===== src/rtl/core/cctrl_pkg.sv =====
// Shared types and constants for the character class table loader.
`default_nettype none

package cctrl_pkg;

  localparam int unsigned TABLE_DEPTH_DEF = 256;
  localparam int unsigned TABLE_DEPTH_MAX = 256;
  // Width that holds any byte and any write pointer value up to the table end.
  localparam int unsigned CMP_W   = 9;
  localparam int unsigned COUNT_W = 9;
  localparam logic [COUNT_W-1:0] COUNT_MAX = 9'd511;

  localparam logic [7:0] CHAR_ZERO  = 8'h30;
  localparam logic [7:0] CHAR_NINE  = 8'h39;
  localparam logic [7:0] CHAR_DOT   = 8'h2e;
  localparam logic [7:0] CHAR_C     = 8'h63;
  localparam logic [7:0] CHAR_B     = 8'h62;
  localparam logic [7:0] CARET_FLIP = 8'h40;

  localparam logic [1:0] CLS_NORMAL  = 2'b00;
  localparam logic [1:0] CLS_CONTROL = 2'b10;
  localparam logic [1:0] CLS_BINCTL  = 2'b11;

  typedef enum logic [1:0] {
    REQ_LOAD  = 2'd0,
    REQ_END   = 2'd1,
    REQ_QUERY = 2'd2,
    REQ_NONE  = 2'd3
  } req_e;

  typedef enum logic [1:0] {
    STAT_OK         = 2'd0,
    STAT_BAD_LETTER = 2'd1,
    STAT_OVERFLOW   = 2'd2
  } stat_e;

  typedef enum logic [1:0] {
    FORM_PLAIN  = 2'd0,
    FORM_CARET  = 2'd1,
    FORM_ESCAPE = 2'd2
  } form_e;

  typedef enum logic [2:0] {
    ST_IDLE,
    ST_DECODE,
    ST_RUN,
    ST_FILL,
    ST_FINISH
  } state_e;

  typedef struct packed {
    logic [1:0] req_type;
    logic [7:0] data_byte;
  } in_item_t;

  typedef struct packed {
    logic [1:0] status;
    logic       is_binary;
    logic       is_control;
    logic [1:0] form;
    logic [7:0] shown_char;
  } out_item_t;

  // Commands from the controller to the datapath.
  typedef struct packed {
    logic capture;     // latch the item and read both table entries
    logic digit;       // fold a digit into the repeat count
    logic set_invalid; // flag an invalid description letter
    logic run_start;   // load the run counter from the repeat count
    logic run_write;   // write one entry of a letter run
    logic run_done;    // run finished in bounds
    logic run_ovf;     // run hit the table end with entries left
    logic fill_write;  // write one entry of the end fill
    logic fill_done;   // end fill reached the table end
    logic emit;        // load the result register
  } cmd_t;

  // Status from the datapath to the controller.
  typedef struct packed {
    req_e req;
    logic err_set;
    logic is_digit;
    logic is_letter;
    logic run_zero;
    logic table_full;
  } stat_t;

endpackage

`default_nettype wire


===== src/rtl/core/cctrl_datapath.sv =====
// Datapath: class table memory, load registers, query decode and result register.
`default_nettype none

module cctrl_datapath #(
  parameter int unsigned TableDepth = cctrl_pkg::TABLE_DEPTH_DEF
) (
  input  wire                  clk_i,
  input  wire                  rst_ni,
  input  cctrl_pkg::in_item_t  in_item_i,
  input  cctrl_pkg::cmd_t      cmd_i,
  output cctrl_pkg::stat_t     stat_o,
  output cctrl_pkg::out_item_t out_item_o
);
  import cctrl_pkg::*;

  localparam int unsigned AddrW = (TableDepth > 1) ? $clog2(TableDepth) : 1;
  localparam int unsigned PtrW  = $clog2(TableDepth + 1);
  localparam logic [PtrW-1:0] PtrEnd = PtrW'(TableDepth);

  logic [1:0] mem_q [TableDepth];

  logic [1:0]         req_q;
  logic [7:0]         byte_q;
  logic [1:0]         rd0_q, rd1_q;
  logic               v0_q, v1_q;
  logic [PtrW-1:0]    wp_q, wp_d;
  logic [COUNT_W-1:0] count_q, count_d;
  logic [COUNT_W-1:0] run_q, run_d;
  logic [1:0]         last_q, last_d;
  logic [1:0]         err_q, err_d;
  out_item_t          out_q, out_d;

  logic [7:0]  addr0, addr1;
  logic        is_digit, is_letter;
  logic [1:0]  letter_cls;
  logic [12:0] count_next;
  logic        mem_we;
  logic [1:0]  mem_wdata;
  logic [1:0]  cls0, cls1;

  assign addr0 = in_item_i.data_byte;
  assign addr1 = in_item_i.data_byte ^ CARET_FLIP;

  assign is_digit = (byte_q >= CHAR_ZERO) && (byte_q <= CHAR_NINE);

  always_comb begin
    is_letter  = 1'b1;
    letter_cls = CLS_NORMAL;
    priority if (byte_q == CHAR_DOT) begin
      letter_cls = CLS_NORMAL;
    end else if (byte_q == CHAR_C) begin
      letter_cls = CLS_CONTROL;
    end else if (byte_q == CHAR_B) begin
      letter_cls = CLS_BINCTL;
    end else begin
      is_letter = 1'b0;
    end
  end

  // count * 10 + digit, saturated below.
  assign count_next = ({4'b0, count_q} << 3) + ({4'b0, count_q} << 1)
                    + {9'b0, 4'(byte_q - CHAR_ZERO)};

  assign stat_o.req        = req_e'(req_q);
  assign stat_o.err_set    = (err_q != STAT_OK);
  assign stat_o.is_digit   = is_digit;
  assign stat_o.is_letter  = is_letter;
  assign stat_o.run_zero   = (run_q == '0);
  assign stat_o.table_full = (wp_q >= PtrEnd);

  always_comb begin
    wp_d      = wp_q;
    count_d   = count_q;
    run_d     = run_q;
    last_d    = last_q;
    err_d     = err_q;
    mem_we    = 1'b0;
    mem_wdata = letter_cls;
    if (cmd_i.digit) begin
      count_d = (count_next > 13'(COUNT_MAX)) ? COUNT_MAX : count_next[COUNT_W-1:0];
    end
    if (cmd_i.set_invalid) begin
      err_d = STAT_BAD_LETTER;
    end
    if (cmd_i.run_start) begin
      run_d = (count_q == '0) ? COUNT_W'(1) : count_q;
    end
    if (cmd_i.run_write) begin
      mem_we = 1'b1;
      wp_d   = wp_q + PtrW'(1);
      run_d  = run_q - COUNT_W'(1);
    end
    if (cmd_i.run_done || cmd_i.run_ovf) begin
      last_d  = letter_cls;
      count_d = '0;
    end
    if (cmd_i.run_ovf) begin
      err_d = STAT_OVERFLOW;
    end
    if (cmd_i.fill_write) begin
      mem_we    = 1'b1;
      mem_wdata = last_q;
      wp_d      = wp_q + PtrW'(1);
    end
    if (cmd_i.fill_done) begin
      count_d = '0;
    end
  end

  always_ff @(posedge clk_i or negedge rst_ni) begin
    if (!rst_ni) begin
      wp_q    <= '0;
      count_q <= '0;
      run_q   <= '0;
      last_q  <= CLS_NORMAL;
      err_q   <= STAT_OK;
    end else begin
      wp_q    <= wp_d;
      count_q <= count_d;
      run_q   <= run_d;
      last_q  <= last_d;
      err_q   <= err_d;
    end
  end

  // Entries at or above the write pointer were never written since reset
  // and read as normal class, so the memory needs no clearing.
  always_ff @(posedge clk_i) begin
    if (mem_we) begin
      mem_q[wp_q[AddrW-1:0]] <= mem_wdata;
    end
    if (cmd_i.capture) begin
      req_q  <= in_item_i.req_type;
      byte_q <= in_item_i.data_byte;
      rd0_q  <= mem_q[addr0[AddrW-1:0]];
      rd1_q  <= mem_q[addr1[AddrW-1:0]];
      v0_q   <= CMP_W'(addr0) < CMP_W'(wp_q);
      v1_q   <= CMP_W'(addr1) < CMP_W'(wp_q);
    end
  end

  assign cls0 = v0_q ? rd0_q : CLS_NORMAL;
  assign cls1 = v1_q ? rd1_q : CLS_NORMAL;

  always_comb begin
    out_d        = '0;
    out_d.status = err_q;
    if (req_e'(req_q) == REQ_QUERY) begin
      out_d.is_binary  = cls0[0];
      out_d.is_control = cls0[1];
      priority if (!cls0[1]) begin
        out_d.form       = FORM_PLAIN;
        out_d.shown_char = byte_q;
      end else if (!cls1[1]) begin
        out_d.form       = FORM_CARET;
        out_d.shown_char = byte_q ^ CARET_FLIP;
      end else begin
        out_d.form       = FORM_ESCAPE;
        out_d.shown_char = byte_q;
      end
    end
  end

  always_ff @(posedge clk_i) begin
    if (cmd_i.emit) begin
      out_q <= out_d;
    end
  end

  assign out_item_o = out_q;

endmodule

`default_nettype wire


===== src/rtl/core/cctrl_ctrl.sv =====
// Controller: sequences each item through decode, table runs and result hand-off.
`default_nettype none

module cctrl_ctrl (
  input  wire               clk_i,
  input  wire               rst_ni,
  input  wire               in_valid_i,
  output logic              in_ready_o,
  output logic              out_valid_o,
  input  wire               out_ready_i,
  input  cctrl_pkg::stat_t  stat_i,
  output cctrl_pkg::cmd_t   cmd_o
);
  import cctrl_pkg::*;

  state_e state_q, state_d;
  logic   out_valid_q, out_valid_d;
  logic   out_free;

  assign out_free = !out_valid_q || out_ready_i;

  always_ff @(posedge clk_i or negedge rst_ni) begin
    if (!rst_ni) begin
      state_q     <= ST_IDLE;
      out_valid_q <= 1'b0;
    end else begin
      state_q     <= state_d;
      out_valid_q <= out_valid_d;
    end
  end

  always_comb begin
    state_d    = state_q;
    cmd_o      = '0;
    in_ready_o = 1'b0;
    unique case (state_q)
      ST_IDLE: begin
        in_ready_o = 1'b1;
        if (in_valid_i) begin
          cmd_o.capture = 1'b1;
          state_d       = ST_DECODE;
        end
      end
      ST_DECODE: begin
        state_d = ST_FINISH;
        if (!stat_i.err_set) begin
          if (stat_i.req == REQ_LOAD) begin
            priority if (stat_i.is_digit) begin
              cmd_o.digit = 1'b1;
            end else if (stat_i.is_letter) begin
              cmd_o.run_start = 1'b1;
              state_d         = ST_RUN;
            end else begin
              cmd_o.set_invalid = 1'b1;
            end
          end else if (stat_i.req == REQ_END) begin
            state_d = ST_FILL;
          end
        end
      end
      ST_RUN: begin
        priority if (stat_i.run_zero) begin
          cmd_o.run_done = 1'b1;
          state_d        = ST_FINISH;
        end else if (stat_i.table_full) begin
          cmd_o.run_ovf = 1'b1;
          state_d       = ST_FINISH;
        end else begin
          cmd_o.run_write = 1'b1;
        end
      end
      ST_FILL: begin
        if (stat_i.table_full) begin
          cmd_o.fill_done = 1'b1;
          state_d         = ST_FINISH;
        end else begin
          cmd_o.fill_write = 1'b1;
        end
      end
      ST_FINISH: begin
        if (out_free) begin
          cmd_o.emit = 1'b1;
          state_d    = ST_IDLE;
        end
      end
      default: state_d = ST_IDLE;
    endcase
  end

  always_comb begin
    out_valid_d = out_valid_q;
    if (cmd_o.emit) begin
      out_valid_d = 1'b1;
    end else if (out_ready_i) begin
      out_valid_d = 1'b0;
    end
  end

  assign out_valid_o = out_valid_q;

endmodule

`default_nettype wire


===== src/rtl/core/char_class_table_rle_loader_core.sv =====
// Top level of the character class table loader: controller plus datapath.
//
// Input channel (in_valid_i/in_ready_o, in_item_i) carries one request per
// item: a description byte, an end of description, a query character or none.
// Output channel (out_valid_o/out_ready_i, out_item_o) returns exactly one
// result item per request, in order, with the sticky status and, for a
// query, the class bits and display form of the character.
// One item is processed at a time. A digit, an invalid letter, an ignored
// item or a query goes from decode straight to the result. A letter first
// writes its run into the table, one entry at a time (its repeat count, at
// least one, cut short at the table end). An end item without a sticky
// error first fills each remaining table entry with the last class. The
// next item is accepted the cycle after a result is loaded into the output
// register.
// Reset clears the write pointer, repeat count, last class and error at
// once; unwritten table entries read as normal, so no clearing pass runs.
// If the receiver stalls, the result waits in the output register; the
// next item is still accepted and processed, and holds only at hand-off.
`default_nettype none

module char_class_table_rle_loader_core #(
  parameter int unsigned TableDepth = cctrl_pkg::TABLE_DEPTH_DEF
) (
  input  wire                  clk_i,
  input  wire                  rst_ni,
  input  wire                  in_valid_i,
  output logic                 in_ready_o,
  input  cctrl_pkg::in_item_t  in_item_i,
  output logic                 out_valid_o,
  input  wire                  out_ready_i,
  output cctrl_pkg::out_item_t out_item_o
);
  import cctrl_pkg::*;

  cmd_t  cmd;
  stat_t stat;

  cctrl_ctrl u_ctrl (
    .clk_i       (clk_i),
    .rst_ni      (rst_ni),
    .in_valid_i  (in_valid_i),
    .in_ready_o  (in_ready_o),
    .out_valid_o (out_valid_o),
    .out_ready_i (out_ready_i),
    .stat_i      (stat),
    .cmd_o       (cmd)
  );

  cctrl_datapath #(
    .TableDepth (TableDepth)
  ) u_datapath (
    .clk_i      (clk_i),
    .rst_ni     (rst_ni),
    .in_item_i  (in_item_i),
    .cmd_i      (cmd),
    .stat_o     (stat),
    .out_item_o (out_item_o)
  );

endmodule

`default_nettype wire


===== config.mk =====
export PLATFORM = sky130hd
export DESIGN_NAME = char_class_table_rle_loader_core
export DESIGN_NICKNAME = d
export VERILOG_FILES = /design/src/rtl/core/cctrl_pkg.sv /design/src/rtl/core/cctrl_datapath.sv /design/src/rtl/core/cctrl_ctrl.sv /design/src/rtl/core/char_class_table_rle_loader_core.sv
export SDC_FILE = /design/constraint.sdc
export NUM_CORES = 1
export LEC_CHECK = 0
export BUFFER_PORTS_ARGS = -buffer_cell sky130_fd_sc_hd__buf_2
export CORE_ASPECT_RATIO = 1.75
export CORE_MARGIN = 5
export CORE_UTILIZATION = 50
export DETAILED_ROUTE_END_ITERATION = 8
export PLACE_DENSITY = 0.66
export SYNTH_ARGS = -nofsm -noshare
export SYNTH_HDL_FRONTEND = slang
export SYNTH_HIERARCHICAL = 1
export SYNTH_SLANG_ARGS = --single-unit

===== constraint.sdc =====
create_clock -name clk_i -period 21.5 [get_ports clk_i]
set_input_delay 0 -clock clk_i [delete_from_list [all_inputs] [get_ports clk_i]]
set_output_delay 0 -clock clk_i [all_outputs]
set_load 0.05 [all_outputs]

==> implementation parameters <==
Parameter                              Value

Cells and area
  Register area    17120 µm²
  Number of nets at the end of the flow    1630
  Antenna diode count    0
  Total area of multi-input combinational cells    6909 µm²
  FILL cells    3850
  Signed area change from the synthesized netlist to the final layout    9.936%
  Ratio of cells with drive above 1 in the final layout    0.1657
  Non-Filler Cell Area, Final    roughly 27000 µm²

Floorplanning
  Top-level port count    30
  Core Box Area    48730 µm²
  Chip height    303.8 µm
  Die width    177.9 µm
  Initial Utilization    0.5059
  Site row count    107
  Die area    54030 µm²

Global route
  Largest net degree at the start of global routing    257
  Congestion Overflow GR    0
  Number of antenna violations at the first check in global routing    0
  Total Routing Usage GR    0.2248
  Vias in the first global route    14360
  Global-route wire length before repair    90.11 mm

Flow run
  Count of max-cap constraint violations    0

STA
  Relative slew slack    0.2022
  Final setup violating endpoints    0
  Worst clock skew on the final layout    0.02302 ns
  Unrepaired setup endpoints after global routing    no
  Count of endpoints failing hold in the final timing report    0
  Final cycle utilization of the critical path    0.1794
  Aggregate negative setup slack    0 ns
  Clock period minus final worst setup slack    3.858 ns
  Highest attainable clock frequency    0.2592 GHz
  Fin worst setup slack    17.64 ns
  Final count of pins violating max slew    0
  Worst-Margin Slew    1.197 ns

Status
  Outcome    finished clean

Routing
  Initial drt markers    approximately 1500
  First-pass DRT Iterations    5
  Antenna viol nets, final    0
  Via density    between 6 and 7
  Remaining DRCs    0
  Final routed wire length divided by cell count    about 27 µm
  Wire length after detailed routing    60.62 mm
  Routed vias    ~14000

Logic synthesis
  Net count after synthesis    1614
  Netlist area before placement    24650 µm²
  Post-Synthesis Mean Instance Area    15.72 µm²
  Leading register cell type out of synthesis    sky130_fd_sc_hd__edfxtp_1
  Post-synthesis cell type with the largest combined area    sky130_fd_sc_hd__edfxtp_1
  Flip-flop and latch count after synthesis    approximately 580
  Number of unique standard cell types used by synthesis    78
  Portion of synthesized cell area occupied by the leading cell type    0.6589
  Number of enable flip-flop cells after synthesis    541
  Share of the yosys chip area belonging to registers    0.6944
  Post-Syn Instances    around 1600
  Top cells by area in the synthesized netlist    sky130_fd_sc_hd__edfxtp_1 66%, sky130_fd_sc_hd__mux4_2 9.4%, sky130_fd_sc_hd__nor2_1 4.7%, sky130_fd_sc_hd__dfrtp_1 3.6%, sky130_fd_sc_hd__ha_1 1.5%
  Warnings, synthesis    6
  Share of flip-flops with an asynchronous set or reset after synthesis    0.06076

Setup path
  Critical path required time    21.78 ns
  Startpoint types    flop
  Critical path class    flop to flop
  Crit path to    u_datapath/mem_q[106][0]$_DFFE_PP_
  Maximum net fanout on the critical path    25
  CP arrival    4.14 ns
  Number of cells on the worst reg-to-reg path    11
  Reg-to-reg endpoint    u_datapath/mem_q[106][0]$_DFFE_PP_
  Kind of capture point of the worst setup path    flop
  Critical path origin    u_datapath/run_q[0]$_DFFE_PN0P_
  Setup slack of the most critical reg-to-reg path    17.64 ns
  Worst R2R Start    u_datapath/run_q[0]$_DFFE_PN0P_

Clocking
  Buffers from clock root to sink, at most    3
  Depth of the CTS H-tree    2
  Number of cells upsized or downsized after cts    0
  Clock sinks    576
  Clock insertion delay at the later pin of the skew report    just under 0.6 ns
  Clock Pin Slew Worst Setup and Hold Paths    0.06 ns
  Buffer type at the clock tree root    sky130_fd_sc_hd__clkbuf_16
  Clock tree from TritonCTS    done
  Clock buffer count from CTS    49

Power
  Leakage power total    between 0.009 and 0.01 µW
  Max rail drop VDD    0.05367 mV
  Power density normalized to cell area    91.66 nW/µm²

Hold path
  Worst min-delay path class    input port to flop
  Start point of the worst min-delay path    in_item_i[4]

Placement
  Routability congestion estimate    0.8775
  Worst slack after detailed placement    between 15 and 20 ns
  Post-detailed-placement half-perimeter wirelength    38.23 mm
  Total of buffers placed on input and output ports    29
  Area after DPL    25350 µm²
==> cells in the mapped netlist, types with 25 or more instances <==
cell type / instances
sky130_fd_sc_hd__edfxtp_1: 541
sky130_fd_sc_hd__nor2_1: 306
sky130_fd_sc_hd__mux4_2: 103
sky130_fd_sc_hd__nand2_1: 51
sky130_fd_sc_hd__clkbuf_1: 50
sky130_fd_sc_hd__nand3_1: 38
sky130_fd_sc_hd__dfrtp_1: 35
sky130_fd_sc_hd__mux2i_1: 34
sky130_fd_sc_hd__inv_1: 32
sky130_fd_sc_hd__ha_1: 30
sky130_fd_sc_hd__a21oi_1: 27
sky130_fd_sc_hd__buf_2: 25
==> through the flow <==
stage	total power, µW	hold slack [ns]	std cells	utilization
after floorplan	1508	-0.2956	1568	-
after global placement	1582	0.1623	2177	0.5202
after detailed placement	1586	0.1709	2177	0.5202
after CTS	2500	0.01615	2277	0.5562
after global routing	2572	0.02866	2277	0.5562
final	2484	0.04937	2277	0.5562
==> report_power, final <==
part / internal [µW] / switching (µW) / total (µW)
Clock: 529 / 389 / 919
Combinational: 92.7 / 177 / 270
Sequential: 1260 / 39.9 / 1300
Total: 1880 / 607 / 2480
==> state kept, by name, indices dropped and copies added (netlist names) <==
signal / flops
u_datapath/mem_q: 512
u_datapath/out_item_o: 14
u_datapath/count_q: 9
u_datapath/run_q: 9
u_datapath/wp_q: 9
u_datapath/byte_q: 8
u_ctrl/state_q: 3
u_datapath/err_q: 2
u_datapath/last_q: 2
u_datapath/rd0_q: 2
u_datapath/req_q: 2
u_ctrl/out_valid_o: 1
u_datapath/rd1_q: 1
u_datapath/v0_q: 1
u_datapath/v1_q: 1
==> worst min path at each step <==
stage                                           to  slack, ns  cells past startpoint
floorplan           u_ctrl/out_valid_o$_DFFE_PN0P_      -0.30                      0
global placement    u_datapath/wp_q[2]$_DFFE_PN0N_       0.16                      1
detailed placement  u_datapath/wp_q[2]$_DFFE_PN0N_       0.17                      1
CTS                 u_datapath/byte_q[4]$_DFFE_PP_       0.02                      1
global route        u_datapath/byte_q[4]$_DFFE_PP_       0.03                      1
finish              u_datapath/byte_q[4]$_DFFE_PP_       0.05                      1
==> cell type report <==
class                           count  area share
Inverter                           33    0.004570
Multi-Input combinational cell    858      0.2549
Timing Repair Buffer               66     0.01754
Clock inverter                     30     0.01279
Clock buffer                       60     0.04833
Tap cell                          654     0.03019
Sequential cell                   576      0.6317
==> cells in the final DEF, fill, tap and decap left out, drive strengths merged, types with 5 or more instances in the layout <==
cell           n
a2111oi        5
a211oi        10
a21o           8
a21oi         28
a22oi         15
and2          11
buf           56
bufinv         8
clkbuf        60
clkinv        22
dfrtp         35
dlygate4sd3   10
edfxtp       541
ha            30
inv           33
mux2          13
mux2i         34
mux4         110
nand2         51
nand2b        13
nand3         38
nor2         306
nor2b         19
nor3          18
nor4           7
o21ai         25
o221a          9
o221ai         7
o22ai         11
or4b           5
xnor2         13
==> kinds of logic after synthesis <==
group / count (synthesis) / share of synthesized area
simple gates: 494 / 0.08942
fa+ha+maj: 32 / 0.01685
xor+xnor: 13 / 0.004618
mux: 157 / 0.1213
buf+inv: 134 / 0.02634
compound gates: 162 / 0.04705
flops: 576 / 0.6944
==> per-layer routing <==
| layer | up-vias | GRT usage | share of wire |
|---|---|---|---|
| met4 | 0 | 0.09759 | 0.050 |
| li1 | 6065 | - | - |
| met1 | 7201 | 0.2693 | 0.35 |
| met5 | - | 0 | 0 |
| met3 | 150 | 0.02473 | 0.056 |
| met2 | 583 | 0.4060 | 0.54 |
==> worst max-delay path, stage by stage (launching register included) <==
cell and delay [ns]:
sky130_fd_sc_hd__dfrtp_1 0.41, sky130_fd_sc_hd__inv_1 0.07, sky130_fd_sc_hd__ha_1 0.14, sky130_fd_sc_hd__inv_1 0.06, sky130_fd_sc_hd__nor2_1 0.20, sky130_fd_sc_hd__nand2_1 0.13, sky130_fd_sc_hd__nor4_1 0.51, sky130_fd_sc_hd__nor3_1 0.13
sky130_fd_sc_hd__buf_4 0.22, sky130_fd_sc_hd__or2_2 0.51, sky130_fd_sc_hd__nand3_1 0.95, sky130_fd_sc_hd__nor2_1 0.21
==> what timing repair did <==
action | 4_1_cts | 5_1_grt
setup buffers | 0 | 0
hold buffers | 10 | 0
endpoints found under the hold margin | 47 | 0
setup endpoints to repair | 0 | 0
Note: power is estimated with default switching activity, not from simulation.
